`src/rtl/lfu_cache_table_defines.svh`:
```
// ----------------------------------------------------------------------------
// LFU cache table assertion macros
// Shared property shapes for the cache table checks.
// ----------------------------------------------------------------------------
`ifndef LFU_CACHE_TABLE_DEFINES_SVH
`define LFU_CACHE_TABLE_DEFINES_SVH

// Same-cycle implication, disabled while reset is held.
`define LCT_ASSERT_SAME(lbl, ante, cons, msg) \
  lbl: assert property (@(posedge clk) disable iff (!rst_n) (ante) |-> (cons)) \
    else $error(msg);

// Next-cycle implication, disabled while reset is held.
`define LCT_ASSERT_NEXT(lbl, ante, cons, msg) \
  lbl: assert property (@(posedge clk) disable iff (!rst_n) (ante) |=> (cons)) \
    else $error(msg);

`endif

```
`src/rtl/lct_pkg.sv`:
```
// ----------------------------------------------------------------------------
// LFU cache table package
// Widths, defaults and operation codes of the cache table.
// ----------------------------------------------------------------------------
`timescale 1ns / 1ps

package lct_pkg;

  localparam int ENTRIES_DEF    = 16;
  localparam int COUNT_BITS_DEF = 16;

  localparam int KEY_W  = 32;
  localparam int DATA_W = 32;
  localparam int CAP_W  = 5;

  localparam logic [CAP_W-1:0]  CAP_RESET  = 5'd16;
  localparam logic [DATA_W-1:0] MISS_VALUE = 32'hFFFF_FFFF;

  typedef enum logic {
    ACT_GET = 1'b0,
    ACT_PUT = 1'b1
  } action_t;

endpackage

```
`src/rtl/lfu_cache_table.sv`:
```
// ----------------------------------------------------------------------------
// LFU cache table
// Key/value cache with least-frequently-used replacement and recency ties.
// ----------------------------------------------------------------------------
// The table takes one get or put word per clock and returns one result word
// for each accepted word: the input register captures the word, and the
// lookup stage then looks it up, updates the table and registers the result,
// which is then shown with out_valid high for exactly one cycle. The receiver
// cannot stall, so busy is always low and a new word may be started on every
// clock. The one-per-cycle rate is set by the lookup cycle: a parallel key
// compare against every entry and a registered-to-registered victim search
// (a binary tree over use count and recency) both complete in that cycle,
// and the table update of one word is visible to the word right behind it.
// A get counts a use and returns the stored value, or all ones on a miss.
// A put updates a present key or inserts a new one with count one, evicting
// the least used entry (oldest in its count class) once the live entries
// reach the capacity. Capacity above the table size acts as the table size;
// capacity zero makes puts return an all-zero result and change nothing.
// The capacity register accepts a write every cycle (cfg_ready is high) and
// must only be written while no word is in flight. Use counts saturate.
`timescale 1ns / 1ps

`include "lfu_cache_table_defines.svh"

module lfu_cache_table
  import lct_pkg::*;
#(
  parameter int ENTRIES    = ENTRIES_DEF,
  parameter int COUNT_BITS = COUNT_BITS_DEF
) (
  input  logic                     clk,
  input  logic                     rst_n,
  // Command side.
  input  logic                     start,
  output logic                     busy,
  input  logic                     in_action,
  input  logic signed [KEY_W-1:0]  in_key,
  input  logic signed [DATA_W-1:0] in_value,
  // Result side.
  output logic                     out_valid,
  output logic                     out_hit,
  output logic signed [DATA_W-1:0] out_read_value,
  output logic                     out_evicted,
  output logic signed [KEY_W-1:0]  out_evicted_key,
  // Capacity register write channel.
  input  logic                     cfg_valid,
  output logic                     cfg_ready,
  input  logic [CAP_W-1:0]         cfg_capacity
);

  // Index, rank and live-count widths follow from the table size; COUNT_BITS sets the use count width.
  localparam int IDX_W  = (ENTRIES > 1) ? $clog2(ENTRIES) : 1;
  localparam int RANK_W = IDX_W;
  localparam int P      = 1 << IDX_W;
  localparam int LIVE_W = $clog2(ENTRIES + 1);
  localparam int CMP_W  = (LIVE_W > CAP_W) ? LIVE_W : CAP_W;
  localparam int SK_W   = 1 + COUNT_BITS + RANK_W;

  localparam logic [CMP_W-1:0]      ENTRIES_CMP = CMP_W'(ENTRIES);
  localparam logic [COUNT_BITS-1:0] COUNT_ONE   = COUNT_BITS'(1);

  // Both handshakes are always open.
  assign busy      = 1'b0;
  assign cfg_ready = 1'b1;

  // --------------------------------------------------------------------------
  // Capacity register.
  // --------------------------------------------------------------------------
  logic [CAP_W-1:0] cap_r;

  always_ff @(posedge clk) begin
    if (!rst_n) begin
      cap_r <= CAP_RESET;
    end else if (cfg_valid && cfg_ready) begin
      cap_r <= cfg_capacity;
    end
  end

  // --------------------------------------------------------------------------
  // Input register: one word captured per accepted start.
  // --------------------------------------------------------------------------
  logic              s1_valid_r;
  action_t           s1_action_r;
  logic [KEY_W-1:0]  s1_key_r;
  logic [DATA_W-1:0] s1_value_r;

  always_ff @(posedge clk) begin
    if (!rst_n) begin
      s1_valid_r <= 1'b0;
    end else begin
      s1_valid_r <= start && !busy;
    end
  end

  always_ff @(posedge clk) begin
    if (start && !busy) begin
      s1_action_r <= action_t'(in_action);
      s1_key_r    <= in_key;
      s1_value_r  <= in_value;
    end
  end

  // --------------------------------------------------------------------------
  // Table storage. Only the valid bits are reset; the rest is written on
  // insertion and never read while its entry is invalid.
  // --------------------------------------------------------------------------
  logic [ENTRIES-1:0]    valid_r;
  logic [KEY_W-1:0]      key_r   [ENTRIES];
  logic [DATA_W-1:0]     value_r [ENTRIES];
  logic [COUNT_BITS-1:0] count_r [ENTRIES];
  logic [RANK_W-1:0]     rank_r  [ENTRIES];

  // --------------------------------------------------------------------------
  // Lookup: key match, first free slot and live count.
  // --------------------------------------------------------------------------
  logic             hit;
  logic [IDX_W-1:0] found_idx;
  logic [IDX_W-1:0] free_idx;
  logic [LIVE_W-1:0] live;

  always_comb begin
    hit       = 1'b0;
    found_idx = '0;
    free_idx  = '0;
    live      = '0;
    // Scan from the top so that the lowest index wins.
    for (int i = ENTRIES - 1; i >= 0; i--) begin
      if (valid_r[i] && (key_r[i] == s1_key_r)) begin
        hit       = 1'b1;
        found_idx = IDX_W'(i);
      end
      if (!valid_r[i]) begin
        free_idx = IDX_W'(i);
      end
    end
    for (int i = 0; i < ENTRIES; i++) begin
      live = live + LIVE_W'(valid_r[i]);
    end
  end

  // --------------------------------------------------------------------------
  // Victim search: a binary tree over {invalid, count, inverted rank}. The
  // smallest key wins, and on a full tie the left (lower index) side stays.
  // --------------------------------------------------------------------------
  logic [SK_W-1:0]  tk [IDX_W+1][P];
  logic [IDX_W-1:0] ti [IDX_W+1][P];
  logic [IDX_W-1:0] victim_idx;

  always_comb begin
    tk = '{default: '0};
    ti = '{default: '0};
    for (int n = 0; n < ENTRIES; n++) begin
      tk[0][n] = valid_r[n] ? {1'b0, count_r[n], ~rank_r[n]} : '1;
      ti[0][n] = IDX_W'(n);
    end
    for (int n = ENTRIES; n < P; n++) begin
      tk[0][n] = '1;
      ti[0][n] = IDX_W'(n);
    end
    for (int l = 0; l < IDX_W; l++) begin
      for (int n = 0; n < (P >> (l + 1)); n++) begin
        if (tk[l][2*n+1] < tk[l][2*n]) begin
          tk[l+1][n] = tk[l][2*n+1];
          ti[l+1][n] = ti[l][2*n+1];
        end else begin
          tk[l+1][n] = tk[l][2*n];
          ti[l+1][n] = ti[l][2*n];
        end
      end
    end
    victim_idx = ti[IDX_W][0];
  end

  // --------------------------------------------------------------------------
  // Decision for the word in the input register.
  // --------------------------------------------------------------------------
  logic [CMP_W-1:0]  cap_eff;
  logic              cap_zero;
  logic              is_put;
  logic              do_touch;
  logic              do_insert;
  logic              do_evict;
  logic [IDX_W-1:0]  slot_idx;
  logic [IDX_W-1:0]  sel_idx;
  logic [RANK_W-1:0] sel_rank;

  always_comb begin
    cap_eff   = (CMP_W'(cap_r) > ENTRIES_CMP) ? ENTRIES_CMP : CMP_W'(cap_r);
    cap_zero  = (cap_eff == '0);
    is_put    = (s1_action_r == ACT_PUT);
    do_touch  = s1_valid_r && hit && (!is_put || !cap_zero);
    do_insert = s1_valid_r && is_put && !cap_zero && !hit;
    do_evict  = do_insert && (CMP_W'(live) >= cap_eff);
    slot_idx  = do_evict ? victim_idx : free_idx;
    // A hit and an eviction never happen together, so one rank read serves.
    sel_idx   = hit ? found_idx : victim_idx;
    sel_rank  = rank_r[sel_idx];
  end

  // --------------------------------------------------------------------------
  // Table update.
  // --------------------------------------------------------------------------
  always_ff @(posedge clk) begin
    if (!rst_n) begin
      valid_r <= '0;
    end else if (do_insert) begin
      valid_r[slot_idx] <= 1'b1;
    end
  end

  always_ff @(posedge clk) begin
    for (int i = 0; i < ENTRIES; i++) begin
      if (do_touch) begin
        if (IDX_W'(i) == found_idx) begin
          if (count_r[i] != '1) begin
            count_r[i] <= count_r[i] + COUNT_ONE;
          end
          rank_r[i] <= '0;
          if (is_put) begin
            value_r[i] <= s1_value_r;
          end
        end else if (valid_r[i] && (rank_r[i] < sel_rank)) begin
          rank_r[i] <= rank_r[i] + RANK_W'(1);
        end
      end else if (do_insert) begin
        if (IDX_W'(i) == slot_idx) begin
          key_r[i]   <= s1_key_r;
          value_r[i] <= s1_value_r;
          count_r[i] <= COUNT_ONE;
          rank_r[i]  <= '0;
        end else if (valid_r[i] && !(do_evict && (rank_r[i] > sel_rank))) begin
          // Entries older than the victim close its gap and then age by one
          // for the new entry, which leaves them where they were.
          rank_r[i] <= rank_r[i] + RANK_W'(1);
        end
      end
    end
  end

  // --------------------------------------------------------------------------
  // Result register.
  // --------------------------------------------------------------------------
  logic              out_valid_r;
  logic              out_hit_r;
  logic [DATA_W-1:0] out_read_value_r;
  logic              out_evicted_r;
  logic [KEY_W-1:0]  out_evicted_key_r;

  logic [DATA_W-1:0] read_value_nxt;
  logic [KEY_W-1:0]  evicted_key_nxt;

  always_comb begin
    if (is_put) begin
      read_value_nxt = '0;
    end else if (hit) begin
      read_value_nxt = value_r[found_idx];
    end else begin
      read_value_nxt = MISS_VALUE;
    end
    evicted_key_nxt = do_evict ? key_r[victim_idx] : '0;
  end

  always_ff @(posedge clk) begin
    if (!rst_n) begin
      out_valid_r <= 1'b0;
    end else begin
      out_valid_r <= s1_valid_r;
    end
  end

  always_ff @(posedge clk) begin
    if (s1_valid_r) begin
      out_hit_r         <= hit && (!is_put || !cap_zero);
      out_read_value_r  <= read_value_nxt;
      out_evicted_r     <= do_evict;
      out_evicted_key_r <= evicted_key_nxt;
    end
  end

  assign out_valid       = out_valid_r;
  assign out_hit         = out_hit_r;
  assign out_read_value  = out_read_value_r;
  assign out_evicted     = out_evicted_r;
  assign out_evicted_key = out_evicted_key_r;

  // --------------------------------------------------------------------------
  // Checks.
  // --------------------------------------------------------------------------
  `LCT_ASSERT_NEXT(a_result_follows_word, 1'b1, out_valid_r == $past(s1_valid_r),
    "result strobe does not follow the captured word")
  `LCT_ASSERT_SAME(a_evict_not_hit, out_valid_r && out_evicted_r, !out_hit_r,
    "eviction reported together with a hit")
  `LCT_ASSERT_SAME(a_victim_is_live, do_evict, valid_r[victim_idx],
    "eviction picked an empty entry")
  `LCT_ASSERT_SAME(a_fill_free_slot, do_insert && !do_evict, !valid_r[free_idx],
    "insertion without eviction overwrites a live entry")
  `LCT_ASSERT_NEXT(a_live_never_drops, 1'b1,
    $countones(valid_r) >= $past($countones(valid_r)),
    "live entry count decreased")

endmodule
```
`config.mk`:
```
export PLATFORM = sky130hd
export DESIGN_NAME = lfu_cache_table
export DESIGN_NICKNAME = d
export VERILOG_FILES = /design/src/rtl/lct_pkg.sv /design/src/rtl/lfu_cache_table.sv
export VERILOG_INCLUDE_DIRS = /design/src /design/src/rtl
export SDC_FILE = /design/constraint.sdc
export NUM_CORES = 2
export LEC_CHECK = 0
export BUFFER_PORTS_ARGS = -buffer_cell sky130_fd_sc_hd__buf_4
export CAP_MARGIN = 5
export CELL_PAD_IN_SITES_DETAIL_PLACEMENT = 0
export CELL_PAD_IN_SITES_GLOBAL_PLACEMENT = 1
export CORE_ASPECT_RATIO = 1.4
export CORE_MARGIN = 3
export CORE_UTILIZATION = 50
export CTS_CLUSTER_DIAMETER = 120
export DETAILED_ROUTE_END_ITERATION = 8
export PLACE_DENSITY_LB_ADDON = 0.1
export SYNTH_ARGS = -nofsm -noshare
export SYNTH_HDL_FRONTEND = slang
export SYNTH_SLANG_ARGS = --single-unit
```
`constraint.sdc`:
```
create_clock -name clk -period 17.1 [get_ports clk]
set_input_delay 3.42 -clock clk [delete_from_list [all_inputs] [get_ports clk]]
set_output_delay 3.42 -clock clk [all_outputs]
set_load 0.005 [all_outputs]
```
# [Yosys cells after proc, flatten, opt, wreduce, memory -nomap -nowiden]
# Memory sizes are Yosys's and may differ from the RTL's. A register that Yosys moved wholly into a read port is not among the register bits.
# Cells that the tools add are included.
[word_totals] register_bits=122 latchBits=0 mem_bits_rw=1344 romBits=0 inputBits=74 out_inout_bits=69 wordCells=1095 memories=4
[op_classes] add_sub_neg=47 n_mul=0 div=0 n_lt_le_gt_ge=51 eq_ne=62 shifts=0 n_mux=683 bitwise=97 n_reduce_logical=141
[mem_list] name="key_r" words=16 width=32 read_ports=17 rd_clocked_by_memory_dff=1 wr=1 line_no="lfu_cache_table.sv:108" source="logic [KEY_W-1:0] key_r [ENTRIES];"
[mem_list] name="value_r" words=16 width=32 read_ports=1 rd_clocked_by_memory_dff=0 wr=1 line_no="lfu_cache_table.sv:109" source="logic [DATA_W-1:0] value_r [ENTRIES];"
[mem_list] name="count_r" words=16 width=16 read_ports=16 rd_clocked_by_memory_dff=0 wr=1 line_no="lfu_cache_table.sv:110" source="logic [COUNT_BITS-1:0] count_r [ENTRIES];"
[mem_list] name="rank_r" words=16 width=4 read_ports=17 rd_clocked_by_memory_dff=0 wr=16 line_no="lfu_cache_table.sv:111" source="logic [RANK_W-1:0] rank_r [ENTRIES];"
[op_table] cell="$mux 32" n=47
[op_table] cell="$reduce_or 32->1" n=30
[op_table] cell="$mux 21" n=30
[op_table] cell="$mux 4" n=134
[op_table] cell="$eq 32x32->1" n=16
[op_table] cell="$mux 16" n=31
[op_table] cell="$mux 1" n=439
[op_table] cell="$lt 21x21->1" n=15
[op_table] cell="$add 16x1->16 const B" n=16
[op_table] cell="$ne 16x16->1 const B" n=16
[op_table] cell="$reduce_or 16->1" n=15
[op_table] cell="$or 1x1->1" n=80
[op_table] cell="$logic_and 1x1->1" n=72
[op_table] cell="$add 4x1->4 const B" n=16
[op_table] cell="$eq 4x4->1 const A" n=16
[op_table] cell="$gt 4x4->1" n=16
[op_table] cell="$lt 4x4->1" n=16
[op_table] cell="$not 4->4" n=16
[op_table] cell="$add 5x1->5" n=11
[op_table] cell="$eq 3x4->1 const A" n=8
[op_table] cell="$logic_not 1->1" n=20
[op_table] cell="$eq 2x4->1 const A" n=4
[op_table] cell="$or 16x16->16" n=1
[op_table] cell="$eq 1x4->1 const A" n=2
[op_table] cell="13 further kinds" n=14

# [Longest topological paths before layout]
# An unclocked memory read counts as a cell.
[logic_depth] depth_word=45 depth_mapped=69 mapped_depth_nobuf=59

# [Worst setup path before layout]
# No wires, ideal clock.
[synth_path] kind="register to register" start="reg valid_r[6]" end="mem rank_r[4][0] (netlist bit) (enable)" setup_time_ps=361 arrival_ps=13571 required_time_ps=16739 slack_ps=3168 path_stages_with_launch=61 n_path_buf=10 synth_period_minus_slack_ps=13932 path_cell_list="dfxtp_1 > clkbuf_1 > clkinv_1 > clkbuf_1 > buf_1 > nor2_1 > ha_1 > and4_1 > and3_1 > a221o_1 > a41oi_1 > a21oi_1 > nor2b_1 > clkbuf_1 > clkbuf_1 > nand3_1 > o31a_1 > ha_1 > [... 25 more ...] > nor2b_1 > o21ai_0 > o41ai_4 > buf_2 > o21ai_2 > a21oi_1 > buf_2 > mux2_2 > mux2i_1 > ha_1 > nor2b_1 > o21ai_0 > nand2b_1 > a21oi_1 > a41o_1 > o21ai_0 > a21boi_0 > o21ai_0"
[synth_lines] element="start: declaration" line_no="lfu_cache_table.sv:107" source="logic [ENTRIES-1:0] valid_r;"
[synth_lines] element="start signal: assignment" line_no="lfu_cache_table.sv:205" source="valid_r <= '0;"
[synth_lines] element="start signal: indexed assignment" line_no="lfu_cache_table.sv:207" source="valid_r[slot_idx] <= 1'b1;"
[synth_lines] element="end: declaration" line_no="lfu_cache_table.sv:111"

==> flow_metrics.tcl <==
set metrics [dict create \
    timing.rr.end "rank_r[13][1]$_DFFE_PP_" \
    synth_top_cell_by_area "edfxtp_1" \
    crit_type "register to register" \
    ys_warn_count 0 \
    dp_hpwl_mm 205 \
    placeableCoreArea_um2 167000 \
    wl_mm 282 \
    critPathMaxStageDelay_ns 0.80 \
    leakagePower_nw 33.2 \
    cts_tree "built" \
    clock_sinks 1498 \
    tightest_slew_ns 1.23 \
    hold_class "register to register" \
    setup_tns_ns 0 \
    timing.hold.ws_ns 0.532 \
    ys_ff_latch 1498 \
    grt_util_all_layers_pct 32.1 \
    clockPowerShare_pct 19.9 \
    n_fill_cell 14269 \
    synth_cells 7249 \
    p_sw_mw 8.19 \
    port_buffers 140 \
    min_period_ns 15.58 \
    htree_levels 4 \
    cts_buffer_depth 3 \
    area_growth_pct 11.4 \
    boundaryPins 143 \
    cts-root-buf "clkbuf_16" \
    synthTopCellsByArea "edfxtp_1 52%, mux2i_1 6.2%, ha_1 6.1%, xor2_1 4.8%, xnor2_1 3.1%" \
    setup_viol 0 \
    fp.dieH_um 491 \
    firstDrtPassIters 6 \
    grt_pass1_vias 59418 \
    die_area_um2 173000 \
    drc 0 \
    powerDensity_nw_per_um2 190 \
    r2r-start "valid_r[14]$_SDFFE_PN0P_" \
    timing.slew.headroom_pct 17.6 \
    final_max_slew_viol_count 0 \
    placementRows 177 \
    fin_crit_sh_pct 91.1 \
    yosys.area.top_type_share_pct 52.1 \
    reg2regPathDepth 52 \
    cp_data_arrival_time_ns 16.03 \
    overflow 0 \
    rsz0062_at_grt "no" \
    ctsHoldBuffers 0 \
    synth_flop_cell "edfxtp_1" \
    ant_nets 0 \
    startpoint "valid_r[14]$_SDFFE_PN0P_" \
    syn_avg_cell_area_um2 11.6 \
    fmax_mhz 64.2 \
    skew_ns 0.0441 \
    initial_utilization_pct 50.4 \
    crit_path_end "rank_r[13][1]$_DFFE_PP_" \
    insertion_delay_ns 0.83 \
    ctsResizeCount 0 \
    p_sw_share_pct 46.1 \
    cap_violations 0 \
    layout.nets 7877 \
    internal_power_mw 9.57 \
    wl_per_cell_um 28.9 \
    synthArstFlopShare_pct 0 \
    path_max_fanout 47 \
    cp_slowest_cell "clkinv_1" \
    cts.clk_slew.worst_paths_ns 0.06 \
    antenna_found_initial 6 \
    final_util_pct 56.2 \
    postCtsSetupBuffers 0 \
    yosysSeqAreaShare_pct 53.0 \
    final-hold-violation-count 0 \
    vdd_drop_max_uv 617 \
    status "complete, no violations" \
    syn_area_um2 84100 \
    syn-num-nets 7740 \
    end_kind "register" \
    vias 59464 \
    synth_edf_count 1459 \
    via_per_inst 6.10 \
    place_congestion 0.996 \
    seq_power_share_pct 23.3 \
    cp.required_ns 17.55 \
    drive_above_1_share_pct 10.2 \
    use_met3_pct 3.46 \
    busiest_layer "met2" \
    cts_buffers 152 \
    pwr-share-comb_pct 56.8 \
    use_met2_pct 56.6 \
    start_kind "register" \
    drt_iter0_drc 4996 \
    synth_cell_types 86 \
    grt_max_degree 67 \
    grt_pass1_wl_mm 407 \
    rrSetupSlack_ns 1.52 \
    use_met1_pct 37.0 \
    die_width_um 353 \
]
-- layout by cell type, fill, tap and decap left out, drive strengths merged, types with 31 or more instances in the layout --
cell type  Yosys  routed
edfxtp      1459    1459
nor2         662     662
nand2        567     567
mux2i        519     519
xor2         459     459
ha           407     407
buf          142     330
xnor2        300     300
nand3        287     287
inv          224     235
o21ai        229     229
a21oi        202     202
clkbuf       205     173
nand4        171     171
nand2b       150     150
nor4         134     134
nor2b        115     115
and3         101     101
nor3          82      82
a21o          82      82
clkinv         5      68
mux4          64      64
a31oi         52      52
a211oi        47      47
a221oi        44      44
o21a          41      41
o221ai        39      39
dfxtp         39      39
a22oi         35      35
o31ai         35      35
mux2          31      31
and2          31      31
-- worst min-delay path by stage --
stage / startpoint / to / slack [ns] / cells past startpoint
after floorplan: count_r[1][15]$_SDFFE_PP0P_ / count_r[1][15]$_SDFFE_PP0P_ / 0.48 / 2
after global placement: count_r[1][13]$_SDFFE_PP0P_ / count_r[1][13]$_SDFFE_PP0P_ / 0.50 / 2
after detailed placement: count_r[1][13]$_SDFFE_PP0P_ / count_r[1][13]$_SDFFE_PP0P_ / 0.51 / 2
after CTS: count_r[1][13]$_SDFFE_PP0P_ / count_r[1][13]$_SDFFE_PP0P_ / 0.53 / 2
after global routing: count_r[1][15]$_SDFFE_PP0P_ / count_r[1][15]$_SDFFE_PP0P_ / 0.57 / 2
final: count_r[1][13]$_SDFFE_PP0P_ / count_r[1][13]$_SDFFE_PP0P_ / 0.53 / 2
-- through the flow --
step	instances	cell area, um2	worst slack (ns)	total power [mW]
floorplan	7249	84100	3.17	10.3
CTS	9751	93700	1.77	17.5
global placement	9469	88500	1.86	13.9
detailed placement	9469	88500	1.82	14.0
finish	9756	93700	1.52	17.8
global route	9752	93700	0.508	18.5
-- state kept, by name, summed over array words and instances (netlist names), 5 cells and up --
signal / cells
s1_value_r: 32
cap_r: 5
value_r: 512
out_evicted_key: 32
count_r: 256
rank_r: 64
valid_r: 16
out_read_value: 32
s1_key_r: 32
key_r: 512
-- critical path: cells and delay by family (launching register included) --
family | cells | cell delay, ns
fa+ha+maj | 5 | 1.61
simple gates | 9 | 1.60
buf+inv | 6 | 2.39
mux | 3 | 0.89
flops | 1 | 0.79
compound gates | 29 | 7.86
-- layout make-up --
class	count	area, um2	share of cell area [%]
multi-input cells	5175	37500	40.0
well taps	2237	2800	2.99
flip-flops and latches	1498	44600	47.6
diodes	5	12.5	0.0134
clock buffers	173	3980	4.24
inverters	229	860	0.917
clock inverters	109	1240	1.32
repair buffers	330	2740	2.92
-- cells in the mapped netlist, types with 35 or more instances --
library cell,number
o21ai_0,224
o31ai_1,35
o21a_1,41
nor2b_1,115
a31oi_1,50
mux4_2,64
mux2i_1,518
xnor2_1,300
nand4_1,171
nand3_1,287
nor3_1,82
and3_1,101
nand2_1,566
a22oi_1,35
nand2b_1,150
a221oi_1,44
ha_1,407
xor2_1,459
edfxtp_1,1459
a211oi_1,45
o221ai_1,39
dfxtp_1,39
inv_1,222
a21o_1,82
a21oi_1,201
nor4_1,134
clkbuf_1,205
buf_2,100
nor2_1,661
-- routing by layer --
layer,share of wire (%),vias up
met5,0.0035,-
met1,37,29612
li1,-,27119
met3,4.8,635
met4,7.9,2
met2,50,2096
-- power groups by stage --
stage	clock network [mW]	registers [mW]	logic, mW
6_report	3.53	4.14	10.1
5_1_grt	3.72	4.14	10.7
4_1_cts	3.57	4.14	9.83
3_5_place_dp	0	4.22	9.79
3_3_place_gp	0	4.21	9.71
2_1_floorplan	0	4.21	6.05
-- cells by family after synthesis --
logic type                 Yosys count  synth area share (%)
adders and majority gates          417                  6.29
and+or+nand+nor                   2420                  14.0
xor gates and xnor gates           759                  7.90
muxes                              614                  8.31
AOI/OAI and AO/OA                  963                  7.66
other                                2               0.00893
DFF                               1498                  53.0
buffers and inverters              576                  2.76
No activity file was read; power rests on OpenSTA's default activity.
